===== src/rtl/core/pme_pkg.sv =====
// Shared types, codes and defaults of the permutation mutation engine.
`default_nettype none
package pme_pkg;

  localparam int MAX_GENES_DEF = 256;
  localparam int GENE_BITS_DEF = 16;
  localparam int GENE_COUNT_W  = 9;
  localparam int APB_ADDR_W    = 3;

  localparam logic [2:0] REQ_WRITE  = 3'd0;
  localparam logic [2:0] REQ_READ   = 3'd1;
  localparam logic [2:0] REQ_INSERT = 3'd2;
  localparam logic [2:0] REQ_SWAP   = 3'd3;
  localparam logic [2:0] REQ_INVERT = 3'd4;

  localparam logic [1:0] ST_DONE  = 2'd0;
  localparam logic [1:0] ST_SKIP  = 2'd1;
  localparam logic [1:0] ST_RANGE = 2'd2;

  // register index of gene_count, taken from paddr[2]
  localparam logic REG_GENE_COUNT = 1'b0;

  typedef struct packed {
    logic [2:0]  req_type;
    logic [7:0]  point_a;
    logic [7:0]  point_b;
    logic [15:0] gene_in;
  } pme_req_t;

  typedef struct packed {
    logic [15:0] gene_out;
    logic [1:0]  status;
  } pme_rsp_t;

endpackage
`default_nettype wire


===== src/rtl/core/pme_gene_ram.sv =====
// Gene store: one write port, one read port with registered read data.
`default_nettype none
module pme_gene_ram
  import pme_pkg::*;
#(
  parameter int MAX_GENES = MAX_GENES_DEF,
  parameter int GENE_BITS = GENE_BITS_DEF
) (
  input  wire logic                         clk,
  input  wire logic                         rd_en,
  input  wire logic [$clog2(MAX_GENES)-1:0] rd_addr,
  output logic      [GENE_BITS-1:0]         rd_data,
  input  wire logic                         wr_en,
  input  wire logic [$clog2(MAX_GENES)-1:0] wr_addr,
  input  wire logic [GENE_BITS-1:0]         wr_data
);

  logic [GENE_BITS-1:0] mem [MAX_GENES];

  always_ff @(posedge clk) begin
    if (wr_en) begin
      mem[wr_addr] <= wr_data;
    end
    if (rd_en) begin
      rd_data <= mem[rd_addr];
    end
  end

endmodule
`default_nettype wire


===== config.mk =====
export PLATFORM = sky130hd
export DESIGN_NAME = pme_gene_ram
export DESIGN_NICKNAME = d
export VERILOG_FILES = /design/src/rtl/core/pme_pkg.sv /design/src/rtl/core/pme_gene_ram.sv
export SDC_FILE = /design/constraint.sdc
export NUM_CORES = 2
export LEC_CHECK = 0
export ABC_CLOCK_PERIOD_IN_PS = 4330
export BUFFER_PORTS_ARGS = -buffer_cell sky130_fd_sc_hd__buf_2
export CAP_MARGIN = 20
export CORE_MARGIN = 3
export CORE_UTILIZATION = 25
export CTS_BUF_LIST = sky130_fd_sc_hd__clkbuf_4 sky130_fd_sc_hd__clkbuf_8 sky130_fd_sc_hd__clkbuf_16
export DETAILED_ROUTE_END_ITERATION = 12
export GPL_ROUTABILITY_DRIVEN = 0
export PLACE_DENSITY = 0.37
export SLEW_MARGIN = 20
export SYNTH_ARGS = -nofsm -noshare
export SYNTH_HDL_FRONTEND = slang
export SYNTH_SLANG_ARGS = --single-unit

===== constraint.sdc =====
create_clock -name clk -period 4.33 [get_ports clk]
set_input_delay 0.866 -clock clk [delete_from_list [all_inputs] [get_ports clk]]
set_output_delay 0.866 -clock clk [all_outputs]
set_load 0.02 [all_outputs]

# Word-level counts from Yosys, hierarchy flattened
# Memories as Yosys holds them, arrays and structs flattened. A register that Yosys moved wholly into a read port is not among the register bits.
# Cells that the tools add are included.
dict set report op_classes {
  add_sub_neg 0
  multipliers 0
  div_mod_pow 0
  magnitude_cmp 0
  n_eq_ne 0
  shift 0
  muxes 2
  n_bitwise 0
  reduce_logical 0
}
# operator count
set ops {}
lappend ops {{$mux W1} 2}
dict set report totals {
  reg_bits 0
  latchBits 0
  ramBits 4096
  rom_bits 0
  word_cells 3
  mem_count 1
}
# name depth width rd rd_ports_with_merged_regs wr line_no
set memory_table {}
lappend memory_table {mem 256 16 1 1 1 pme_gene_ram.sv:18} ;# logic [GENE_BITS-1:0] mem [MAX_GENES];

# Logic depth before layout (Yosys ltp)
dict set report depth {
  ltp_word 2
  depth_mapped 12
  depth_no_buf 6
}

# Worst setup path after synthesis
# OpenSTA, ideal clock, no wires.
dict set report synth_timing {
  kind {in2reg}
  start {in rd_addr[0]}
  end {reg rd_data[4], read port of mem, data pin}
  setup_ns 0.265
  arrival_ns 2.850
  t_required_ns 4.065
  path_slack_ns 1.215
  path_stages 8
  n_path_buf 3
  path_cell_list {buf_6 buf_6 buf_2 mux4_2 mux4_2 a22o_1 o32ai_2 nor4_2}
}
# element line_no
set synth_lines {}
lappend synth_lines {{start, declared} pme_gene_ram.sv:11} ;# input wire logic [$clog2(MAX_GENES)-1:0] rd_addr,
lappend synth_lines {{end, declared} pme_gene_ram.sv:12} ;# output logic [GENE_BITS-1:0] rd_data,

==> metrics.txt <==
Synthesized Nets 7,395; Hold Path Sink mem[107][11]; number of remaining DRC errors 0; wire length per cell 31.1 µm; Unique masters post-synth 51; Buffers & Inverters on Critical Path 4; Crit path max-delay family compound AO/OA/AOI/OAI gates; synthesized instance count 7,360; crit share post-route 86.6%; Synth-to-Final Area Change 20.0%; worst r2r path cells 7; drt total wl 529,000 µm; Fmax achieved 0.267 GHz; reg2reg end rd_data[13]; DR iter-0 viols 8,146; Top Ports 51; top cells by area, synth edfxtp_1, mux4_2, mux2i_1; die area 645,000 µm²; Layout Skew 0.0845 ns; CP Max Fanout 14; WHS 0.230 ns; area of the core 633,000 µm²; number of global-route vias before repair 82.0k; clk_lat worst skew 1.04 ns; Synth area leader edfxtp_1; TritonCTS buffer count 452; first-pass GRT wire length 719,000 µm; Final ANT Viol Nets 0; fraction of layout cells with a size suffix above 1 31.5%; DP HPWL 330,000 µm; final setup violation count 0; Worst Setup Path Type in2reg; Reg-to-Reg Start mem[8][13]; sequential share of the synthesized area 77.7%; CTS Buffer Depth 4; most frequent cells after synthesis edfxtp_1, mux4_2, mux2i_1, nor2_1, o221ai_1; outcome complete, no violations; total track usage 16.0%; Warnings, synthesis 0; Pre-antenna DRT Iters 5; initial antenna violation count 51; Pwr Total 87.2 mW; CTS H-Tree Depth 5; pwr dens 458 nW/µm²; Post-synth EDFFs 4,112; Post-synth top flop edfxtp_1; synthesis-stage register bit count 4,112; post-cts sizing count 0; cell with the most instances after synthesis edfxtp_1; Rel. slew slack 18.7%; DR vias 79.1k; CTS Hold Buffers Added 0; Port Buf Inserts 50; Max VDD drop 0.390 mV; Slowest-stage cell, CP o32ai_2; fin worst setup slack 0.581 ns; die height 803 µm; WP data arrival 4.49 ns; Crit. End Element flip-flop; Post-synth ARST share 0%; Nets 8,290; CP required 5.07 ns; crit-path cells buf_12 > buf_4 > buf_4 > mux4_2 > mux2_2 > a22oi_1 > nand2_1 > buf_4 > o32ai_2 > nor4_1; Worst Hold Depth 1; Finished Layout Cells 17.0k; RSZ-0062 raised after global routing no; worst hold start wr_data[11]; Via density 4.65; Placement Setup Slack -0.467 ns; Mapped Area 159,000 µm²; GRT overflow 0; clk sinks 4,112; Period minus WS final 3.75 ns; Setup TNS 0 ns; Startpoint Class primary input; CTS clk-pin slew, worst paths 0.06 ns; CTS tree built; Setup Buffers After CTS 0; hold crit path type in2reg; slew at the pin closest to its max-slew limit 1.22 ns; Yosys top cell area share 77.7%; Reg2Reg Setup Slack 1.02 ns; Initial Utilization 25.1%; Max Cap Viol 0; Die X 803 µm; slowest stage delay, CP 0.84 ns; Root Buffer Master clkbuf_16; Hold Violations, Final 0; Std-Cell Rows 292; Most common cell on crit path buf_4; max-slew violation count 0; Leak 60.1 nW; placed cells 16.2k; Avg Inst Size Synth 21.6 µm²; largest net degree at the start of global routing 102
state kept, by name, summed over array words and instances (netlist names):
register	flops
mem	4096
rd_data	16
power by group:
part | internal, mW | total, mW | switching, mW
Clock | 22.2 | 38.4 | 16.2
Sequential | 43.9 | 44.0 | 0.0732
Combinational | 1.70 | 4.85 | 3.15
through the flow:
step                      area (µm²)  utilization (%)
after detailed placement      176000             27.8
after CTS                     191000             30.1
after floorplan               159000                -
after global routing          191000             30.1
after global placement        176000             27.8
final                         191000             30.1
cell type report:
class,instances,area [µm²]
Antenna cell,13,32.5
Clock buffer,550,12100
Multi-Input combinational cell,2792,33300
Sequential cell,4112,123000
Tap cell,8379,10500
Clock inverter,273,2760
Timing Repair Buffer,893,8420
Fill cell,61300,442000
Inverter,4,27.5
how the worst max path moves through the flow:
stage	endpoint	startpoint	cells after the start
final	rd_data[13]	rd_addr[0]	10
after global routing	rd_data[13]	rd_addr[0]	10
after CTS	rd_data[13]	rd_addr[0]	10
after detailed placement	rd_data[13]	rd_addr[0]	10
after global placement	rd_data[9]	rd_addr[0]	13
after floorplan	rd_data[4]	rd_addr[0]	8
per-layer routing:
| metal | global-route usage, % | routed length [µm] | up-vias |
|---|---|---|---|
| met1 | 21.9 | 233000 | 43400 |
| met2 | 26.7 | 255000 | 2027 |
| met3 | 2.49 | 26100 | 589 |
| li1 | - | - | 33100 |
| met4 | 3.84 | 13800 | 10 |
| met5 | 0 | 60 | - |
cells by family (layout without fill, tap and decap cells):
group,Yosys count,after routing,synth area share (%)
and+or+nand+nor,556,556,1.57
AOI/OAI and AO/OA,786,786,3.53
buffers and inverters,456,1720,1.69
DFF,4112,4112,77.7
other,0,13,0
muxes,1450,1450,15.5
worst register-to-register path, stage by stage, from the launching register on:
cell	delay, ns
edfxtp_1	0.36
mux4_2	0.47
mux2_2	0.28
a22oi_1	0.41
nand2_1	0.28
buf_4	0.24
o32ai_2	0.84
nor4_1	0.17
layout by cell type, fill, tap and decap left out, drive strengths merged, types with 28 or more instances in the layout:
cell    Yosys  routed
buf       222     893
nand3      35      35
mux2i     565     565
edfxtp   4112    4112
a22oi      43      43
nand2      38      38
o22ai     148     148
bufinv      0      39
mux4      797     797
a221oi     28      28
clkbuf    230     550
o21ai      38      38
mux2       88      88
o221ai    253     253
a22o       32      32
clkinv      0     219
a21oi     175     175
nor3       92      92
nor2      304     304
Note: power is estimated with default switching activity, not from simulation.
