File: src/rtl/core/pme_pkg.sv
// Shared types, codes and defaults of the permutation mutation engine.
`default_nettype none
package pme_pkg;

  localparam int MAX_GENES_DEF = 256;
  localparam int GENE_BITS_DEF = 16;
  localparam int GENE_COUNT_W  = 9;
  localparam int APB_ADDR_W    = 3;

  localparam logic [2:0] REQ_WRITE  = 3'd0;
  localparam logic [2:0] REQ_READ   = 3'd1;
  localparam logic [2:0] REQ_INSERT = 3'd2;
  localparam logic [2:0] REQ_SWAP   = 3'd3;
  localparam logic [2:0] REQ_INVERT = 3'd4;

  localparam logic [1:0] ST_DONE  = 2'd0;
  localparam logic [1:0] ST_SKIP  = 2'd1;
  localparam logic [1:0] ST_RANGE = 2'd2;

  // register index of gene_count, taken from paddr[2]
  localparam logic REG_GENE_COUNT = 1'b0;

  typedef struct packed {
    logic [2:0]  req_type;
    logic [7:0]  point_a;
    logic [7:0]  point_b;
    logic [15:0] gene_in;
  } pme_req_t;

  typedef struct packed {
    logic [15:0] gene_out;
    logic [1:0]  status;
  } pme_rsp_t;

endpackage
`default_nettype wire

File: src/rtl/core/pme_ctrl.sv
// Sequencer: checks requests and walks the gene store for each mutation.
`default_nettype none
module pme_ctrl
  import pme_pkg::*;
#(
  parameter int MAX_GENES = MAX_GENES_DEF,
  parameter int GENE_BITS = GENE_BITS_DEF
) (
  input  wire logic                         clk,
  input  wire logic                         rst,
  input  wire logic                         start,
  input  wire pme_req_t                     req,
  output logic                              busy,
  output logic                              done,
  output pme_rsp_t                          rsp,
  input  wire logic [GENE_COUNT_W-1:0]      gene_count,
  output logic                              rd_en,
  output logic      [$clog2(MAX_GENES)-1:0] rd_addr,
  input  wire logic [GENE_BITS-1:0]         rd_data,
  output logic                              wr_en,
  output logic      [$clog2(MAX_GENES)-1:0] wr_addr,
  output logic      [GENE_BITS-1:0]         wr_data
);

  localparam int AW = $clog2(MAX_GENES);
  localparam logic [AW:0] SPAN_MIN = (AW + 1)'(2);

  localparam logic [3:0] S_IDLE     = 4'd0;
  localparam logic [3:0] S_WR       = 4'd1;
  localparam logic [3:0] S_RD       = 4'd2;
  localparam logic [3:0] S_RD2      = 4'd3;
  localparam logic [3:0] S_INS      = 4'd4;
  localparam logic [3:0] S_INS_TAIL = 4'd5;
  localparam logic [3:0] S_INS_FIN  = 4'd6;
  localparam logic [3:0] S_INV_A    = 4'd7;
  localparam logic [3:0] S_INV_B    = 4'd8;
  localparam logic [3:0] S_INV_DA   = 4'd9;
  localparam logic [3:0] S_INV_DB   = 4'd10;

  logic [3:0]           state;
  logic [AW-1:0]        a_idx;
  logic [AW-1:0]        b_idx;
  logic [GENE_BITS-1:0] gin;
  logic                 up;
  logic [AW-1:0]        rd_ptr;
  logic                 rv;
  logic [AW-1:0]        ra;
  logic [GENE_BITS-1:0] moving;
  logic [AW-1:0]        lo;
  logic [AW-1:0]        hi;
  logic [AW-1:0]        wlo;
  logic [AW-1:0]        whi;
  logic [GENE_BITS-1:0] t_lo;
  logic                 pend;
  logic                 single;

  logic                 in_a;
  logic                 in_b;
  logic                 short_len;
  logic [1:0]           chk_status;
  logic                 go;
  logic [AW:0]          span;

  assign busy = (state != S_IDLE);

  assign in_a = (9'(req.point_a) < gene_count) && (32'(req.point_a) < 32'(MAX_GENES));
  assign in_b = (9'(req.point_b) < gene_count) && (32'(req.point_b) < 32'(MAX_GENES));
  assign short_len = gene_count < 9'd2;
  assign span = {1'b0, hi} - {1'b0, lo};

  // classify the request at accept time
  always_comb begin
    chk_status = ST_DONE;
    go = 1'b0;
    case (req.req_type)
      REQ_WRITE, REQ_READ: begin
        if (in_a) begin
          go = 1'b1;
        end else begin
          chk_status = ST_RANGE;
        end
      end
      REQ_INSERT, REQ_SWAP, REQ_INVERT: begin
        if (short_len) begin
          chk_status = ST_SKIP;
        end else if (!in_a || !in_b) begin
          chk_status = ST_RANGE;
        end else if (req.point_a == req.point_b) begin
          chk_status = ST_SKIP;
        end else begin
          go = 1'b1;
        end
      end
      default: chk_status = ST_RANGE;
    endcase
  end

  // store port drive
  always_comb begin
    rd_en   = 1'b0;
    rd_addr = a_idx;
    wr_en   = 1'b0;
    wr_addr = a_idx;
    wr_data = rd_data;
    case (state)
      S_WR: begin
        wr_en   = 1'b1;
        wr_data = gin;
      end
      S_RD: begin
        rd_en = 1'b1;
      end
      S_INS, S_INS_TAIL: begin
        rd_en   = (state == S_INS);
        rd_addr = rd_ptr;
        // shift each gene one place toward the origin
        if (rv && ra != a_idx) begin
          wr_en   = 1'b1;
          wr_addr = up ? ra - AW'(1) : ra + AW'(1);
        end
      end
      S_INS_FIN: begin
        wr_en   = 1'b1;
        wr_addr = b_idx;
        wr_data = moving;
      end
      S_INV_A: begin
        rd_en   = 1'b1;
        rd_addr = lo;
        wr_en   = pend;
        wr_addr = wlo;
      end
      S_INV_B: begin
        rd_en   = 1'b1;
        rd_addr = hi;
        wr_en   = pend;
        wr_addr = whi;
        wr_data = t_lo;
      end
      S_INV_DA: begin
        wr_en   = 1'b1;
        wr_addr = wlo;
      end
      S_INV_DB: begin
        wr_en   = 1'b1;
        wr_addr = whi;
        wr_data = t_lo;
      end
      default: ;
    endcase
  end

  always_ff @(posedge clk) begin
    if (rst) begin
      state <= S_IDLE;
      done  <= 1'b0;
      rv    <= 1'b0;
      pend  <= 1'b0;
    end else begin
      done <= 1'b0;
      case (state)
        S_IDLE: begin
          if (start) begin
            a_idx  <= AW'(req.point_a);
            b_idx  <= AW'(req.point_b);
            gin    <= GENE_BITS'(req.gene_in);
            up     <= req.point_a < req.point_b;
            rd_ptr <= AW'(req.point_a);
            rv     <= 1'b0;
            pend   <= 1'b0;
            single <= (req.req_type == REQ_SWAP);
            if (req.point_a < req.point_b) begin
              lo <= AW'(req.point_a);
              hi <= AW'(req.point_b);
            end else begin
              lo <= AW'(req.point_b);
              hi <= AW'(req.point_a);
            end
            if (!go) begin
              done         <= 1'b1;
              rsp.gene_out <= '0;
              rsp.status   <= chk_status;
            end else begin
              case (req.req_type)
                REQ_WRITE:  state <= S_WR;
                REQ_READ:   state <= S_RD;
                REQ_INSERT: state <= S_INS;
                default:    state <= S_INV_A;
              endcase
            end
          end
        end
        S_WR: begin
          done         <= 1'b1;
          rsp.gene_out <= '0;
          rsp.status   <= ST_DONE;
          state        <= S_IDLE;
        end
        S_RD: begin
          state <= S_RD2;
        end
        S_RD2: begin
          done         <= 1'b1;
          rsp.gene_out <= 16'(rd_data);
          rsp.status   <= ST_DONE;
          state        <= S_IDLE;
        end
        S_INS: begin
          rv <= 1'b1;
          ra <= rd_ptr;
          if (rv && ra == a_idx) begin
            moving <= rd_data;
          end
          if (rd_ptr == b_idx) begin
            state <= S_INS_TAIL;
          end else begin
            rd_ptr <= up ? rd_ptr + AW'(1) : rd_ptr - AW'(1);
          end
        end
        S_INS_TAIL: begin
          rv    <= 1'b0;
          state <= S_INS_FIN;
        end
        S_INS_FIN: begin
          done         <= 1'b1;
          rsp.gene_out <= '0;
          rsp.status   <= ST_DONE;
          state        <= S_IDLE;
        end
        S_INV_A: begin
          state <= S_INV_B;
        end
        S_INV_B: begin
          // hold the pair for write-back while the next pair is read
          t_lo <= rd_data;
          wlo  <= lo;
          whi  <= hi;
          pend <= 1'b1;
          if (!single && span > SPAN_MIN) begin
            lo    <= lo + AW'(1);
            hi    <= hi - AW'(1);
            state <= S_INV_A;
          end else begin
            state <= S_INV_DA;
          end
        end
        S_INV_DA: begin
          state <= S_INV_DB;
        end
        S_INV_DB: begin
          pend         <= 1'b0;
          done         <= 1'b1;
          rsp.gene_out <= '0;
          rsp.status   <= ST_DONE;
          state        <= S_IDLE;
        end
        default: state <= S_IDLE;
      endcase
    end
  end

endmodule
`default_nettype wire

File: config.mk
export PLATFORM = sky130hd
export DESIGN_NAME = pme_ctrl
export DESIGN_NICKNAME = d
export VERILOG_FILES = /design/src/rtl/core/pme_pkg.sv /design/src/rtl/core/pme_ctrl.sv
export SDC_FILE = /design/constraint.sdc
export NUM_CORES = 1
export LEC_CHECK = 0
export BUFFER_PORTS_ARGS = -buffer_cell sky130_fd_sc_hd__clkbuf_2
export CORE_ASPECT_RATIO = 0.5
export CORE_UTILIZATION = 51
export CTS_CLUSTER_DIAMETER = 30
export DETAILED_ROUTE_END_ITERATION = 12
export HOLD_SLACK_MARGIN = 0.15
export PLACE_DENSITY = 0.75
export SKIP_CTS_REPAIR_TIMING = 1
export SLEW_MARGIN = 20
export SYNTH_ARGS = -nofsm -noshare
export SYNTH_HDL_FRONTEND = slang
export SYNTH_SLANG_ARGS = --single-unit
File: constraint.sdc
create_clock -name clk -period 3.89 [get_ports clk]
set_clock_uncertainty 0.1 [all_clocks]
set_input_delay 0.9725 -clock clk [delete_from_list [all_inputs] [get_ports clk]]
set_output_delay 0.9725 -clock clk [all_outputs]
set_load 0.1 [all_outputs]
* Yosys cells after proc, flatten, opt, wreduce, memory -nomap -nowiden
Index checks and enable logic that the tools add are counted.
** Operators by class
- Add/sub/neg operators :: 7
- Order comparisons :: 5
- Eq/ne operators :: 24
- Muxes and demuxes :: 45
- Bitwise gates (word level) :: 1
- Reductions and logical operators :: 35
** Operators with widths (count)
- 8-bit two-way mux :: 11
- 18-bit case mux with 3 select lines :: 1
- 16-bit case mux with 3 select lines :: 1
- 8-bit case mux with 2 select lines :: 3
- 18-bit two-way mux :: 2
- 8-bit case mux with 4 select lines :: 1
- 4-bit case mux with 7 select lines :: 1
- 8-bit by 1-bit adder with 8-bit output (second input constant) :: 3
- 8-bit == test :: 3
- 8-bit case mux with 3 select lines :: 1
- 8-bit by 1-bit subtractor with 8-bit output (second input constant) :: 3
- 8-bit by 9-bit < comparator with 1-bit output :: 2
- 4-bit by 3-bit == test with 1-bit output (second input constant) :: 4
- 4-bit two-way mux :: 4
- 4-bit == test (second input constant) :: 3
- 4-bit AND reduction :: 3
- 2-bit != test (second input constant) :: 5
- 2-bit OR reduction :: 5
- 9-bit by 2-bit greater-than comparator with 1-bit output (second input constant) :: 1
- 9-bit by 2-bit < comparator with 1-bit output (second input constant) :: 1
- 1-bit two-way mux :: 9
- 1-bit case mux with 3 select lines :: 3
- 3-bit case mux with 3 select lines :: 1
- 3-bit AND reduction :: 3
- other kinds (24) :: 43
** Word-level totals
- Bits in registers :: 139
- Bits of input ports :: 63
- Output and inout port bits :: 54
- Logic and storage cells :: 136

* Logic depth before layout (Yosys ltp)
- Depth after elaboration :: 9
- Depth in mapped cells :: 10
- Depth with buffers taken out :: 8

* Worst setup path before layout
Ideal clock, no wire load.
- Kind :: reg2out
- Start :: register up
- End :: output wr_addr[2]
- Arrival :: 3.619 ns
- Data required time :: 2.818 ns
- Path slack :: -0.802 ns
- Stages on the path, launching flop included :: 5
- Buffers on the path :: 0
- Cells stage by stage :: edfxtp_1 > inv_1 > fa_1 > nor2b_1 > o311ai_1
** On the way
- Cells in the longest elaborated chain, start to end :: 3
** RTL lines
- from (decl) :: RTL line pme_ctrl.sv:44 : logic up;
- from (signal assigned) :: RTL line pme_ctrl.sv:167 : up <= req.point_a < req.point_b;
- 8-bit two-way mux :: RTL line pme_ctrl.sv:119 : wr_addr = up ? ra - AW'(1) : ra + AW'(1);
- 8-bit two-way mux :: RTL line pme_ctrl.sv:117 : if (rv && ra != a_idx) begin
- 8-bit case mux with 4 select lines :: RTL line pme_ctrl.sv:105 : case (state)
- to (decl) :: RTL line pme_ctrl.sv:21 : output logic [$clog2(MAX_GENES)-1:0] wr_addr,
No other way between the ends.

* Worst setup path in the final report
- Start :: register up
- End :: output wr_addr[7]
The elaborated chain is that of the path after synthesis.

==> run summary <==
• complete, no violations — outcome
• 0.265 GHz — Fmax
• sky130_fd_sc_hd__edfxtp_1 — most common library cell in the layout ignoring fill and taps
• 5.95% — routing usage on met3
• 11.2 um^2 — Synth Area per Inst
• 946 — Final Net Count
• 0 — # DRC
• 97.0% — fraction of the cycle the final worst path needs
• 9210 um^2 — placed standard-cell area
• 15.3 mm — HPWL Detailed
• 328 uV — maximum resistive drop on vdd
• 555 nW/um^2 — total power divided by cell area
• 117 — I/O pin cnt
• 0.06 ns — Clk pin slew, worst setup/hold paths
• 0.00389 uW — leakage
• 0.42 ns — clock insertion delay at the later pin of the skew report
• 177 um — Horiz. Die Dim
• sky130_fd_sc_hd__clkbuf_16 — clock root buffer
• 15800 um^2 — Die Area
• 0% — FFs w/ async S/R, synth
• 43.4% — met2 Resource Use GR
• 1097 — filler cell count in the final layout
• 4 — H-Tree Depth
• sky130_fd_sc_hd__edfxtp_1 — cell type with the largest total area after synthesis
• reg2out — kind of critical path
• 0 — number of routed nets with antenna violations
• sky130_fd_sc_hd__edfxtp_1 — slowest stage cell on the critical path
• 25.9% — fraction of final layout cells sized beyond drive strength 1
• 2 — clock tree buffer depth
• 37.0% — met1 track demand over resource in global routing
• 1009 — total placed cells including tap cells
• 2.70 ns — arrival time worst endpoint
• 0.39 ns — peak per-stage delay on the critical path
• 49.7% — worst relative slew slack
• 0 — hold violation count in the final report
• flop — type of origin of the critical path
• 52.6% — Seq/Total Area, Yosys
• 7 — peak fanout along the critical path
• 116 — number of I/O port buffers
• 14700 um^2 — area of the placeable core
• 0 — global route total overflow
• 1047 — Post-Layout Cell Count
• 6.01 — average via count per standard cell
• 774 — DRC marker count from the first detailed-route iteration
• 17 — CTS Buf Count
• 2.82 ns — required time of the critical path
• 0 — antenna violations before repair
• 0.892 — final RePlAce weighted congestion
• 0.754 ns — actual transition at the worst max-transition pin
• 139 — total clock sinks
• 698 — Synth Instances
• 27.1% — global-route total usage across every layer
• sky130_fd_sc_hd__edfxtp_1 — Primary FF master, synth
• 7800 um^2 — synthesized area
• 139 — register bit total from synthesis
• 19.9 um — wire per inst
• 32 — largest net degree at the start of global routing
• 0 — max-cap violation count
• 0 ns — sum of negative setup slack
• 3600 um^2 — area of combinational cells with multiple inputs
• 808 — Syn Nets
• 53.1% — initial standard-cell utilization of the core
• false — unrepaired setup endpoints after global routing
• buf_4, ha_1, o21ai_0, nor2_1, o31ai_1, a21oi_1, xnor2_1, o211ai_1, buf_12 — sequence of cells on the critical path
• reg2reg — worst min path class
• 132 — EDFF count, synth
• 7 — drt first pass iters
• 26.8% — growth of design area from synthesis to finish
• built — TritonCTS clock tree
• 3.77 ns — crit path time final
• 9900 um^2 — post-layout instance area
• 50.8% — Synth top area share
• 4100 um^2 — register area
• 31 — row count
• 0 — Finish-stage setup viols
• 6293 — number of vias after detailed routing
• 20.9 mm — final wirelength
• sky130_fd_sc_hd__edfxtp_1 (51%), sky130_fd_sc_hd__ha_1 (7.2%), sky130_fd_sc_hd__nand2_1 (3.3%), sky130_fd_sc_hd__nor2_1 (3.0%), sky130_fd_sc_hd__mux2i_1 (2.4%) — most area-consuming cells after synthesis
• sky130_fd_sc_hd__edfxtp_1 (132), sky130_fd_sc_hd__clkbuf_2 (91), sky130_fd_sc_hd__nand2_1 (69), sky130_fd_sc_hd__nor2_1 (60), sky130_fd_sc_hd__ha_1 (43) — commonest cells after routing, fill and taps aside
• output pin — element type at the critical path end
• 0 — count of pins over their slew limit
• 89.5 um — height of the die
• 5814 — via count of the first global-routing pass
• 0 — Inserted Diodes
• 0 — total number of yosys warnings
• met2 — layer with the highest usage after global routing
• 31.5 mm — first-pass GRT wire length
• 66 — Netlist cell types
power breakdown:
part	switching (uW)	total (uW)	internal (uW)	leakage, uW
Combinational	1330	1890	558	0.00233
Clock	651	1730	1070	0.000290
Sequential	108	1880	1770	0.00127
through the flow:
step                      hold WS, ns  util [%]  setup WS, ns  power, uW
after global routing            0.402      67.3       0.00273       5670
after global placement          0.377      62.7         0.492       3750
final                           0.394      67.3         0.118       5500
after CTS                       0.393      66.9       -0.0596       5490
after floorplan                 0.357         -        -0.469       3230
after detailed placement        0.385      62.7         0.401       3780
synthesized netlist by cell type, types with 3 or more instances:
cell type,instances
sky130_fd_sc_hd__nand3_1,11
sky130_fd_sc_hd__a222oi_1,12
sky130_fd_sc_hd__a21o_1,8
sky130_fd_sc_hd__nand2_1,69
sky130_fd_sc_hd__o31ai_1,5
sky130_fd_sc_hd__dfxtp_1,7
sky130_fd_sc_hd__buf_4,4
sky130_fd_sc_hd__xor2_1,20
sky130_fd_sc_hd__nand2b_1,8
sky130_fd_sc_hd__a21oi_1,19
sky130_fd_sc_hd__and2_1,17
sky130_fd_sc_hd__clkbuf_1,11
sky130_fd_sc_hd__o211ai_1,6
sky130_fd_sc_hd__nor3_2,4
sky130_fd_sc_hd__o21bai_1,5
sky130_fd_sc_hd__ha_1,45
sky130_fd_sc_hd__a211oi_2,4
sky130_fd_sc_hd__nor2_1,63
sky130_fd_sc_hd__and3_1,5
sky130_fd_sc_hd__o21ai_1,18
sky130_fd_sc_hd__inv_1,34
sky130_fd_sc_hd__a31oi_1,21
sky130_fd_sc_hd__nand4_1,5
sky130_fd_sc_hd__xnor2_1,21
sky130_fd_sc_hd__nand3b_1,3
sky130_fd_sc_hd__mux2i_1,19
sky130_fd_sc_hd__nor2b_1,7
sky130_fd_sc_hd__buf_2,9
sky130_fd_sc_hd__a22oi_1,20
sky130_fd_sc_hd__edfxtp_1,132
sky130_fd_sc_hd__nor3_1,7
sky130_fd_sc_hd__a211oi_1,10
sky130_fd_sc_hd__o21ai_0,23
sky130_fd_sc_hd__nor4_1,6
worst max-delay path, delay by kind of cell, from the launching register on:
family / cells / cell delay [ns]
AO/OA/AOI/OAI: 4 / 0.90
adder cells (fa/ha/maj): 1 / 0.32
AND/OR/NAND/NOR: 1 / 0.10
buffers and inverters: 2 / 0.43
XOR/XNOR: 1 / 0.14
flip-flops: 1 / 0.39
layer usage:
metal	wire length (um)	vias up	share of wire, %
met5	0	-	0
met4	395	0	1.9
met3	1850	39	8.9
met2	9480	328	45
met1	9130	3008	44
li1	-	2918	-
state kept, by name, summed over array words and instances, names as in the netlist:
name and count:
a_idx 8, b_idx 8, done 1, gin 16, hi 8, lo 8, moving 16, pend 1
ra 8, rd_ptr 8, rsp 18, rv 1, single 1, state 4, t_lo 16, up 1
whi 8, wlo 8
area by class of cell:
class	count	share of cell area, %
clock inverter	14	2.00
sequential	139	41.5
multi-input combinational	498	36.4
inverter	35	1.33
clock buffer	18	4.34
tap	198	2.50
timing repair buffer	145	12.0
logic make-up (layout without fill, tap and decap cells):
logic type	Yosys count	in the layout	synth area share, %
AOI/OAI and AO/OA	174	174	15.7
xor gates and xnor gates	41	41	4.60
adders and majority gates	47	47	7.73
buffers and inverters	61	212	3.46
DFF	139	139	52.6
muxes	21	21	2.73
and+or+nand+nor	215	215	13.1
path summary, 6_finish.rpt:
kind / startpoint / end / slack, ns / depth (start not counted)
worst max-delay path: up / wr_addr[7] / 0.12 / 9
worst min register to register: rv / rv / 0.39 / 2
worst min-delay path: rv / rv / 0.39 / 2
worst max register to register: hi[1] / hi[0] / 0.88 / 8
No activity file was read; power rests on OpenSTA's default activity.
